--- config.mk ---
export PLATFORM = sky130hd
export DESIGN_NAME = epoch_calendar_unit_top
export DESIGN_NICKNAME = d
export VERILOG_FILES = /design/src/design/ecu_pkg.sv /design/src/design/ecu_datapath.sv /design/src/design/ecu_ctrl.sv /design/src/design/epoch_calendar_unit_top.sv
export SDC_FILE = /design/constraint.sdc
export NUM_CORES = 1
export LEC_CHECK = 0
export BUFFER_PORTS_ARGS = -buffer_cell sky130_fd_sc_hd__clkbuf_2
export CAP_MARGIN = 0
export CORE_MARGIN = 10
export CORE_UTILIZATION = 30
export DETAILED_ROUTE_END_ITERATION = 12
export GPL_TIMING_DRIVEN = 0
export PLACE_DENSITY = 0.47
export SLEW_MARGIN = 20
export SYNTH_ARGS = -nofsm -noshare
export SYNTH_HDL_FRONTEND = slang
export SYNTH_SLANG_ARGS = --single-unit
--- constraint.sdc ---
create_clock -name clk -period 31.3 [get_ports clk]
set_input_delay 1.565 -clock clk [delete_from_list [all_inputs] [get_ports clk]]
set_output_delay 1.565 -clock clk [all_outputs]
set_load 0.03 [all_outputs]
--- src/design/ecu_pkg.sv ---
package ecu_pkg;

    localparam int TimeBits = 32;
    localparam int SecMin   = 60;
    localparam int SecHour  = 3600;
    localparam int SecDay   = 86400;
    localparam int SecYear  = 31536000;
    localparam int BaseYear = 1970;

    // reciprocal constants: year / 4 / 25, seconds / 128 / 675,
    // seconds / 16 / 225 and seconds / 4 / 15, exact over their ranges
    localparam int CentRecip = 1311;
    localparam int CentShift = 15;
    localparam int DayRecip  = 397683;
    localparam int DayShift  = 28;
    localparam int HourRecip = 9321;
    localparam int HourShift = 21;
    localparam int MinRecip  = 1093;
    localparam int MinShift  = 14;

    typedef logic [TimeBits-1:0] stamp_t;
    typedef logic [TimeBits+1:0] wide_t;

    typedef enum logic [2:0] {
        CMD_SET     = 3'd0,
        CMD_ADD     = 3'd1,
        CMD_MON_UP  = 3'd2,
        CMD_MON_DN  = 3'd3,
        CMD_YEAR_UP = 3'd4,
        CMD_YEAR_DN = 3'd5,
        CMD_READ    = 3'd6,
        CMD_SPARE   = 3'd7
    } cmd_t;

    // datapath operations
    typedef enum logic [3:0] {
        OP_NONE,
        OP_LOAD,
        OP_ADD,
        OP_SPLIT_START,
        OP_SPLIT_YEAR,
        OP_SPLIT_DAY,
        OP_SPLIT_TOD,
        OP_SPLIT_HOUR,
        OP_SPLIT_MONTH,
        OP_MON_FWD1,
        OP_MON_FWD2,
        OP_MON_BCK1,
        OP_MON_BCK2,
        OP_YEAR_FWD,
        OP_YEAR_BCK,
        OP_CNT_LOAD
    } op_t;

    typedef struct packed {
        op_t op;
    } ctl_t;

    typedef struct packed {
        logic year_done;
        logic day_done;
        logic month_done;
        logic cnt_zero;
    } sts_t;

    // gregorian rule; centuries found from the year over four by a
    // reciprocal divide by 25
    function automatic logic is_leap(input logic [11:0] y);
        logic [9:0]  qtr;
        logic [20:0] prod;
        logic [5:0]  cent;
        qtr  = y[11:2];
        prod = 21'(qtr) * 21'(CentRecip);
        cent = 6'(prod >> CentShift);
        return (y[1:0] == 2'd0) && ((qtr != 10'(cent) * 10'd25) || (cent[1:0] == 2'd0));
    endfunction

    function automatic logic [4:0] month_len(input logic [11:0] y, input logic [3:0] m);
        logic [4:0] r;
        unique case (m)
            4'd1:                      r = is_leap(y) ? 5'd29 : 5'd28;
            4'd3, 4'd5, 4'd8, 4'd10:   r = 5'd30;
            default:                   r = 5'd31;
        endcase
        return r;
    endfunction

endpackage

--- src/design/ecu_datapath.sv ---
module ecu_datapath (
    input  logic              clk,
    input  logic              rst_n,
    input  ecu_pkg::ctl_t     ctl,
    input  logic signed [32:0] value,
    input  logic [7:0]        count,
    output ecu_pkg::sts_t     sts,
    output ecu_pkg::stamp_t   stamp,
    output logic [11:0]       year_out,
    output logic [3:0]        month_out,
    output logic [4:0]        day_out,
    output logic [4:0]        hour_out,
    output logic [5:0]        minute_out
);

    localparam int WB = ecu_pkg::TimeBits + 2;
    localparam ecu_pkg::wide_t Top = ecu_pkg::wide_t'((64'd1 << ecu_pkg::TimeBits) - 64'd1);

    ecu_pkg::stamp_t secs_reg;
    ecu_pkg::stamp_t rem_reg;
    logic [11:0] year_reg;
    logic [3:0]  month_reg;
    logic [8:0]  day_reg;
    logic [7:0]  cnt_reg;
    logic [16:0] sod_reg;
    logic [4:0]  hour_reg;
    logic [11:0] soh_reg;

    logic [4:0]  cur_len, next_len, prev_len, fwd_k, bck_k;
    logic [25:0] ylen;
    logic        lp_now, lp_adj;
    logic [11:0] year_adj;
    logic signed [WB:0] delta;
    logic signed [WB:0] sum;
    ecu_pkg::stamp_t    clamped;
    logic [3:0] m_next, m_prev;
    logic [36:0] day_prod;
    logic [8:0]  day_q;
    logic [26:0] hour_prod;
    logic [4:0]  hour_q;
    logic [20:0] min_prod;

    // calendar helpers
    always_comb
    begin
        m_next   = (month_reg == 4'd11) ? 4'd0 : month_reg + 4'd1;
        m_prev   = (month_reg == 4'd0) ? 4'd11 : month_reg - 4'd1;
        cur_len  = ecu_pkg::month_len(year_reg, month_reg);
        next_len = ecu_pkg::month_len(year_reg, m_next);
        prev_len = ecu_pkg::month_len(year_reg, m_prev);
        fwd_k    = (day_reg[4:0] - 5'd1 < next_len - 5'd1) ? day_reg[4:0] - 5'd1
                                                           : next_len - 5'd1;
        bck_k    = (day_reg[4:0] < prev_len) ? day_reg[4:0] : prev_len;
        ylen     = ecu_pkg::is_leap(year_reg) ? 26'(ecu_pkg::SecYear + ecu_pkg::SecDay)
                                              : 26'(ecu_pkg::SecYear);
        lp_now   = ecu_pkg::is_leap(year_reg);
        year_adj = (ctl.op == ecu_pkg::OP_YEAR_FWD) ? year_reg + 12'd1 : year_reg - 12'd1;
        lp_adj   = ecu_pkg::is_leap(year_adj);
    end

    // reciprocal splits into day of year, hour and minute
    always_comb
    begin
        day_prod  = 37'(rem_reg[24:7]) * 37'(ecu_pkg::DayRecip);
        day_q     = 9'(day_prod >> ecu_pkg::DayShift);
        hour_prod = 27'(sod_reg[16:4]) * 27'(ecu_pkg::HourRecip);
        hour_q    = 5'(hour_prod >> ecu_pkg::HourShift);
        min_prod  = 21'(soh_reg[11:2]) * 21'(ecu_pkg::MinRecip);
    end

    // signed move amount in seconds
    always_comb
    begin
        delta = '0;
        unique case (ctl.op)
            ecu_pkg::OP_ADD:      delta = (WB+1)'(value);
            ecu_pkg::OP_MON_FWD1: delta = (WB+1)'(17'(ecu_pkg::SecDay) *
                                     (6'(cur_len) - 6'(day_reg[4:0]) + 6'd1));
            ecu_pkg::OP_MON_FWD2: delta = (WB+1)'(17'(ecu_pkg::SecDay) * fwd_k);
            ecu_pkg::OP_MON_BCK1: delta = -(WB+1)'(17'(ecu_pkg::SecDay) * day_reg[4:0]);
            ecu_pkg::OP_MON_BCK2: delta = -(WB+1)'(17'(ecu_pkg::SecDay) *
                                     (prev_len - bck_k));
            ecu_pkg::OP_YEAR_FWD: delta = (WB+1)'(ecu_pkg::SecYear) +
                ((((lp_now && month_reg < 4'd2) ? 1 : 0) +
                  ((lp_adj && month_reg >= 4'd2) ? 1 : 0)) * (WB+1)'(ecu_pkg::SecDay));
            ecu_pkg::OP_YEAR_BCK: delta = -((WB+1)'(ecu_pkg::SecYear) +
                ((((lp_now && month_reg >= 4'd2) ? 1 : 0) +
                  ((lp_adj && month_reg < 4'd2) ? 1 : 0)) * (WB+1)'(ecu_pkg::SecDay)));
            default:              delta = '0;
        endcase
        sum = (ctl.op == ecu_pkg::OP_LOAD) ? (WB+1)'(value)
                                           : $signed({2'b0, secs_reg}) + delta;
        if (sum < 0)
            clamped = '0;
        else if (sum > $signed({1'b0, Top}))
            clamped = Top[ecu_pkg::TimeBits-1:0];
        else
            clamped = sum[ecu_pkg::TimeBits-1:0];
    end

    // state and split registers
    always_ff @(posedge clk or negedge rst_n)
    begin
        if (!rst_n)
        begin
            secs_reg  <= '0;
            rem_reg   <= '0;
            year_reg  <= 12'(ecu_pkg::BaseYear);
            month_reg <= '0;
            day_reg   <= 9'd1;
            cnt_reg   <= '0;
            sod_reg   <= '0;
            hour_reg  <= '0;
            soh_reg   <= '0;
        end
        else
        begin
            unique case (ctl.op)
                ecu_pkg::OP_LOAD, ecu_pkg::OP_ADD, ecu_pkg::OP_MON_FWD1,
                ecu_pkg::OP_MON_FWD2, ecu_pkg::OP_MON_BCK1, ecu_pkg::OP_MON_BCK2:
                    secs_reg <= clamped;
                ecu_pkg::OP_YEAR_FWD, ecu_pkg::OP_YEAR_BCK:
                begin
                    secs_reg <= clamped;
                    year_reg <= year_adj;
                    cnt_reg  <= cnt_reg - 8'd1;
                end
                ecu_pkg::OP_CNT_LOAD:
                    cnt_reg <= count;
                ecu_pkg::OP_SPLIT_START:
                begin
                    rem_reg   <= secs_reg;
                    year_reg  <= 12'(ecu_pkg::BaseYear);
                    month_reg <= '0;
                end
                ecu_pkg::OP_SPLIT_YEAR:
                    if (!sts.year_done)
                    begin
                        rem_reg  <= rem_reg - ecu_pkg::stamp_t'(ylen);
                        year_reg <= year_reg + 12'd1;
                    end
                ecu_pkg::OP_SPLIT_DAY:
                    // remainder is below one leap year: 9 quotient bits
                    day_reg <= day_q + 9'd1;
                ecu_pkg::OP_SPLIT_TOD:
                    sod_reg <= 17'(rem_reg[24:0] -
                                   25'(day_reg - 9'd1) * 25'(ecu_pkg::SecDay));
                ecu_pkg::OP_SPLIT_HOUR:
                begin
                    hour_reg <= hour_q;
                    soh_reg  <= 12'(sod_reg - 17'(hour_q) * 17'(ecu_pkg::SecHour));
                end
                ecu_pkg::OP_SPLIT_MONTH:
                    if (!sts.month_done)
                    begin
                        day_reg   <= day_reg - 9'(cur_len);
                        month_reg <= month_reg + 4'd1;
                    end
                default: ;
            endcase
            if (ctl.op == ecu_pkg::OP_MON_BCK2 || ctl.op == ecu_pkg::OP_MON_FWD2)
                cnt_reg <= cnt_reg - 8'd1;
        end
    end

    // status
    always_comb
    begin
        sts.year_done  = (rem_reg < ecu_pkg::stamp_t'(ylen)) || (year_reg == 12'hFFF);
        sts.day_done   = 1'b1;
        sts.month_done = (month_reg == 4'd11) || (day_reg <= 9'(cur_len));
        sts.cnt_zero   = (cnt_reg == 8'd0);
    end

    // result fields
    assign stamp      = secs_reg;
    assign year_out   = year_reg;
    assign month_out  = month_reg;
    assign day_out    = day_reg[4:0];
    assign hour_out   = hour_reg;
    assign minute_out = 6'(min_prod >> ecu_pkg::MinShift);

endmodule

--- src/design/ecu_ctrl.sv ---
module ecu_ctrl (
    input  logic          clk,
    input  logic          rst_n,
    input  logic          in_valid,
    output logic          in_stall,
    input  logic [2:0]    cmd,
    output logic          out_valid,
    input  logic          out_stall,
    output ecu_pkg::ctl_t ctl,
    input  ecu_pkg::sts_t sts
);

    typedef enum logic [3:0] {
        S_IDLE, S_SPLIT0, S_YEARS, S_DAYS, S_MONTHS,
        S_STEP, S_STEP2, S_FINAL0, S_FYEARS, S_FDAYS, S_FTOD, S_FHOUR,
        S_FMONTHS, S_OUT
    } state_t;

    state_t      state_reg;
    ecu_pkg::cmd_t cmd_reg;
    logic        out_valid_reg;

    assign in_stall  = (state_reg != S_IDLE);
    assign out_valid = out_valid_reg;

    // command decode to datapath operation
    always_comb
    begin
        ctl.op = ecu_pkg::OP_NONE;
        unique case (state_reg)
            S_IDLE:
                if (in_valid)
                begin
                    if (cmd == ecu_pkg::CMD_SET)      ctl.op = ecu_pkg::OP_LOAD;
                    else if (cmd == ecu_pkg::CMD_ADD) ctl.op = ecu_pkg::OP_ADD;
                    else                              ctl.op = ecu_pkg::OP_CNT_LOAD;
                end
            S_SPLIT0, S_FINAL0: ctl.op = ecu_pkg::OP_SPLIT_START;
            S_YEARS, S_FYEARS:  ctl.op = ecu_pkg::OP_SPLIT_YEAR;
            S_DAYS, S_FDAYS:    ctl.op = ecu_pkg::OP_SPLIT_DAY;
            S_FTOD:             ctl.op = ecu_pkg::OP_SPLIT_TOD;
            S_FHOUR:            ctl.op = ecu_pkg::OP_SPLIT_HOUR;
            S_MONTHS, S_FMONTHS: ctl.op = ecu_pkg::OP_SPLIT_MONTH;
            S_STEP:
                if (!sts.cnt_zero)
                begin
                    unique case (cmd_reg)
                        ecu_pkg::CMD_MON_UP:  ctl.op = ecu_pkg::OP_MON_FWD1;
                        ecu_pkg::CMD_MON_DN:  ctl.op = ecu_pkg::OP_MON_BCK1;
                        ecu_pkg::CMD_YEAR_UP: ctl.op = ecu_pkg::OP_YEAR_FWD;
                        ecu_pkg::CMD_YEAR_DN: ctl.op = ecu_pkg::OP_YEAR_BCK;
                        default:              ctl.op = ecu_pkg::OP_NONE;
                    endcase
                end
            S_STEP2:
                ctl.op = (cmd_reg == ecu_pkg::CMD_MON_UP) ? ecu_pkg::OP_MON_FWD2
                                                           : ecu_pkg::OP_MON_BCK2;
            default: ctl.op = ecu_pkg::OP_NONE;
        endcase
    end

    // sequencer
    always_ff @(posedge clk or negedge rst_n)
    begin
        if (!rst_n)
        begin
            state_reg     <= S_IDLE;
            cmd_reg       <= ecu_pkg::CMD_READ;
            out_valid_reg <= 1'b0;
        end
        else
        begin
            unique case (state_reg)
                S_IDLE:
                    if (in_valid)
                    begin
                        cmd_reg <= ecu_pkg::cmd_t'(cmd);
                        state_reg <= S_SPLIT0;
                    end
                S_SPLIT0: state_reg <= S_YEARS;
                S_YEARS:  if (sts.year_done) state_reg <= S_DAYS;
                S_DAYS:   state_reg <= S_MONTHS;
                S_MONTHS: if (sts.month_done) state_reg <= S_STEP;
                S_STEP:
                    if (sts.cnt_zero)
                        state_reg <= S_FINAL0;
                    else if (cmd_reg == ecu_pkg::CMD_MON_UP || cmd_reg == ecu_pkg::CMD_MON_DN)
                        state_reg <= S_STEP2;
                    else if (cmd_reg != ecu_pkg::CMD_YEAR_UP && cmd_reg != ecu_pkg::CMD_YEAR_DN)
                        state_reg <= S_FINAL0;
                S_STEP2:   state_reg <= S_SPLIT0;
                S_FINAL0:  state_reg <= S_FYEARS;
                S_FYEARS:  if (sts.year_done) state_reg <= S_FDAYS;
                S_FDAYS:   state_reg <= S_FTOD;
                S_FTOD:    state_reg <= S_FHOUR;
                S_FHOUR:   state_reg <= S_FMONTHS;
                S_FMONTHS:
                    if (sts.month_done)
                    begin
                        state_reg     <= S_OUT;
                        out_valid_reg <= 1'b1;
                    end
                S_OUT:
                    if (!out_stall)
                    begin
                        state_reg     <= S_IDLE;
                        out_valid_reg <= 1'b0;
                    end
                default: state_reg <= S_IDLE;
            endcase
        end
    end

endmodule

--- src/design/epoch_calendar_unit_top.sv ---
// epoch calendar unit: keeps a seconds count since 1970 and breaks it down
// into year, month (0 is january), day, hour and minute.
// input channel: in_valid / in_stall with cmd, value and count; one item is
// taken only while the unit is idle, so in_stall is high while it works.
// output channel: out_valid / out_stall carrying one result item per input
// item: stamp and its calendar fields.
// sequence: a breakdown walks the years from 1970 one at a time and then
// the months; the count is broken down before the command and again after
// it. a month command breaks the count down again after every month step.
// flow: one item at a time; the next item is taken after the result leaves.
// reset clears the count to 0 (1970-01-01 00:00) and idles both channels.
// a stalled result holds on the output until taken; no new item is taken
// meanwhile.
module epoch_calendar_unit_top (
    input  logic               clk,
    input  logic               rst_n,
    input  logic               in_valid,
    output logic               in_stall,
    input  logic [2:0]         cmd,
    input  logic signed [32:0] value,
    input  logic [7:0]         count,
    output logic               out_valid,
    input  logic               out_stall,
    output logic [31:0]        stamp,
    output logic [11:0]        year_out,
    output logic [3:0]         month_out,
    output logic [4:0]         day_out,
    output logic [4:0]         hour_out,
    output logic [5:0]         minute_out
);

    ecu_pkg::ctl_t ctl;
    ecu_pkg::sts_t sts;

    ecu_ctrl u_ctrl (
        .clk       (clk),
        .rst_n     (rst_n),
        .in_valid  (in_valid),
        .in_stall  (in_stall),
        .cmd       (cmd),
        .out_valid (out_valid),
        .out_stall (out_stall),
        .ctl       (ctl),
        .sts       (sts)
    );

    ecu_datapath u_dp (
        .clk        (clk),
        .rst_n      (rst_n),
        .ctl        (ctl),
        .value      (value),
        .count      (count),
        .sts        (sts),
        .stamp      (stamp),
        .year_out   (year_out),
        .month_out  (month_out),
        .day_out    (day_out),
        .hour_out   (hour_out),
        .minute_out (minute_out)
    );

    // no new item while a result is pending
    a_no_accept_busy: assert property (@(posedge clk) disable iff (!rst_n)
        out_valid |-> in_stall)
        else $error("item taken while result pending");

    // result fields sane
    a_month_range: assert property (@(posedge clk) disable iff (!rst_n)
        out_valid |-> (month_out <= 4'd11 && day_out != 5'd0))
        else $error("bad calendar result");

    // result holds while stalled
    a_hold: assert property (@(posedge clk) disable iff (!rst_n)
        out_valid && out_stall |=> out_valid && $stable(stamp))
        else $error("result changed under stall");

endmodule
==> summary.md <==
| Metric | Value |
|---|---|
| Hold Path Class | flop to flop |
| Cell mode on critical path | ha_1 |
| Actual slew at the worst max-slew pin | 1.181 ns |
| Final #Nets | 4912 |
| Gr ovfl total | 0 |
| Starting Density | 0.3026 |
| CTS clk-pin slew, worst paths | ~0.08 ns |
| Die ar. | roughly 120000 um2 |
| Final period util | 0.6217 |
| Final hold vios | 0 |
| Sequential share of the synthesized area | 0.1028 |
| CP Max Fanout | 10 |
| CTS tree | built |
| Yosys cell types | 90 |
| Post-CTS Setup Bufs | 0 |
| Worst setup SP type | flop |
| Setup TNS | 0 ns |
| Routed len/inst | about 19 um |
| Site Rows | 120 |
| Clock Sink Count | between 100 and 150 |
| CP Depth | 71 |
| Slew Limit Fails | 0 |
| Routability cong. | between 0.8 and 0.9 |
| Via/cell ratio | approximately 5 |
| DRT iter0 DRCs | between 1500 and 2000 |
| Status | complete, no violations |
| Tot GR Track Use | 0.1672 |
| TritonCTS Buffers | 17 |
| Core Box Area | around 110000 um2 |
| Synth warnings | 0 |
| Post-synth EDFFs | 0 |
| Critical Path AT | 19.80 ns |
| RSZ-0062 raised after global routing | no |
| Clock period minus worst slack | between 15 and 20 ns |
| WHS Path Cells | 2 |
| WP buf/inv | 14 |
| Synth Net Count | 4777 |
| H-tree depth | 4 |
| Fraction of layout cells with a size suffix above 1 | 0.06442 |
| Worst EP required | between 30 and 40 ns |
| Router iterations before antenna repair | 5 |
| Clock Skew | 0.01356 ns |
| Max cap viols | 0 |
| CP peak stage delay | between 0.7 and 0.8 ns |
| Top FF cell, synth | dfrtp_1 |
| Post-DP HPWL | roughly 86000 um |
| R2r worst-path depth | about 70 |
| Max reg flops | 32 |
| Crit path capture type | flop |
| F_max | a little over 50 MHz |
| Die Width | about 350 um |
| Max clock buf depth | 2 |
| DRC | 0 |
| Yosys reg bits | between 100 and 150 |
| IO buf count | about 110 |
| Post-Syn Area | ~32000 um2 |
| I/O Pins | 114 |
| Rel. slew slack | 0.2098 |
| Largest net degree at the start of global routing | 71 |
| Setup Viol. Count Final | 0 |
| First-pass GRT wire length | 159100 um |
| Worst path top cell family by delay | adder cells |
| Die H | 349.1 um |
| Gate count after technology mapping | about 3700 |
| Crit Path Class | flop to flop |
| Clk Latency, worst-skew pair | a little under 0.5 ns |
| Async set-reset flop share out of synthesis | 1.000 |
| Slowest cell on crit path | ha_1 |
| Via count | 26170 |
| Syn Area/Cell | between 8 and 9 um2 |
| Initial antenna violation count | 0 |
| Post-CTS Hold Fix Bufs | 0 |
| Area Overhead vs Synth | 9.368% |
| Post-cts sizing count | 0 |
| Drt total wl | about 100000 um |
| Number of global-route vias before repair | approximately 27000 |
| Root Buffer | clkbuf_16 |
| Post-DRT Antenna Nets | 0 |
| Layout fillers | roughly 11000 |
==> routing by layer <==
| layer | GRT usage | wire (um) | part of all wire | vias to the layer above |
|---|---|---|---|---|
| li1 | - | - | - | 13070 |
| met4 | 0.04057 | 2052 | 0.020 | 0 |
| met5 | 0 | 0 | 0 | - |
| met1 | 0.2262 | 47930 | 0.48 | 12550 |
| met2 | 0.2772 | 45940 | 0.46 | 479 |
| met3 | 0.02408 | 4979 | 0.049 | 72 |
==> cells by family (layout without fill, tap and decap cells) <==
| family | after synthesis | in the layout | share of synthesized area |
|---|---|---|---|
| adders and majority gates | 1012 | 1012 | 0.4511 |
| xor gates and xnor gates | 277 | 277 | 0.07688 |
| and+or+nand+nor | 739 | 739 | 0.1126 |
| other | 0 | 1 | 0 |
| muxes | 35 | 35 | 0.01144 |
| DFF | 133 | 133 | 0.1028 |
| buffers and inverters | 691 | 839 | 0.08143 |
| AOI/OAI and AO/OA | 830 | 830 | 0.1638 |
==> synthesized netlist by cell type, drive strengths merged, types with 8 or more instances <==
cell type / n / area share
o22ai: 17 / 0.0033
a21o: 92 / 0.021
and2: 22 / 0.0042
o2111ai: 8 / 0.0023
nor2: 160 / 0.018
o21a: 24 / 0.0055
dfstp: 10 / 0.0081
buf: 23 / 0.0042
o31ai: 13 / 0.0030
nand4: 27 / 0.0052
nor3b: 13 / 0.0030
and3: 19 / 0.0037
or3: 12 / 0.0023
mux2i: 18 / 0.0055
o21bai: 27 / 0.0062
mux2: 17 / 0.0059
nor3: 62 / 0.010
or2: 19 / 0.0037
nor2b: 29 / 0.0056
nand2b: 30 / 0.0058
a21boi: 9 / 0.0021
nor4: 17 / 0.0048
xnor2: 184 / 0.051
dfrtp: 123 / 0.095
a211oi: 55 / 0.013
and4: 9 / 0.0024
fa: 265 / 0.16
inv: 603 / 0.070
a221oi: 13 / 0.0035
clkbuf: 65 / 0.0075
nand3: 51 / 0.0079
a21oi: 211 / 0.033
ha: 747 / 0.29
o21ai: 215 / 0.033
nand2: 239 / 0.028
a22oi: 11 / 0.0025
a31oi: 29 / 0.0056
a31o: 9 / 0.0024
o211ai: 20 / 0.0046
xor2: 90 / 0.024
==> worst paths after layout <==
check                                             start                             to  slack (ns)
max in group asynchronous                         rst_n   u_dp.year_out[1]$_DFFE_PN1P_       29.34
min reg2reg                 u_dp.rem_reg[2]$_DFFE_PN0P_    u_dp.rem_reg[2]$_DFFE_PN0P_        0.48
max                        u_dp.year_out[9]$_DFFE_PN1P_     u_dp.stamp[19]$_DFFE_PN0P_       11.84
min in group asynchronous                         rst_n  u_dp.month_out[1]$_DFFE_PN0P_        0.93
min                         u_dp.rem_reg[2]$_DFFE_PN0P_    u_dp.rem_reg[2]$_DFFE_PN0P_        0.48
max reg2reg                u_dp.year_out[9]$_DFFE_PN1P_     u_dp.stamp[19]$_DFFE_PN0P_       11.84
==> per-stage QoR <==
stage / instance area [um2] / worst slack, ns / utilization / hold WS (ns) / cells
final: 35530 / 11.84 / 0.3309 / 0.4787 / 5269
after global placement: 34800 / 11.47 / 0.3242 / 0.4656 / 5233
after detailed placement: 34900 / 11.51 / 0.3251 / 0.4680 / 5236
after global routing: 35520 / 10.29 / 0.3309 / 0.5244 / 5268
after floorplan: 32480 / 14.80 / - / 0.4423 / 3717
after CTS: 35520 / 11.42 / 0.3308 / 0.4825 / 5268
==> cell type report <==
cell class / instances / area, um2 / area share
clock buffer: 17 / 425.4 / 0.01197
antenna: 1 / 2.502 / 0.00007044
tap: 1403 / 1755 / 0.04941
inverter: 603 / 2263 / 0.06371
timing repair buffer: 116 / 636.9 / 0.01793
clock inverter: 15 / 192.7 / 0.005424
multi-input combinational: 2893 / 26530 / 0.7467
buffer: 88 / 382.9 / 0.01078
sequential: 133 / 3341 / 0.09404
==> placed cells by master (no fill, tap or decap), types with 21 or more instances in the layout <==
master,n
clkbuf_1,64
nor2_1,160
dfrtp_1,123
nand2_1,239
and2_1,21
o21bai_1,27
ha_1,747
nand2b_1,30
o21ai_0,213
a21o_1,92
a211oi_1,52
inv_1,601
xor2_1,90
xnor2_1,179
nor3_1,58
nand3_1,51
a31oi_1,29
clkbuf_2,113
o21a_1,24
nand4_1,27
nor2b_1,29
a21oi_1,211
fa_1,265
==> worst reg2reg max path, delay by kind of cell (launching register included) <==
family / cells / cell delay (ns)
flops: 1 / 0.69
compound gates: 27 / 6.27
xor+xnor: 3 / 0.59
simple gates: 7 / 1.34
mux: 1 / 0.48
fa+ha+maj: 19 / 7.47
buf+inv: 14 / 2.50
Power is left out: the tool's default activity adds up to more than one toggle a clock period on the data nets, which glitch-free logic cannot reach.
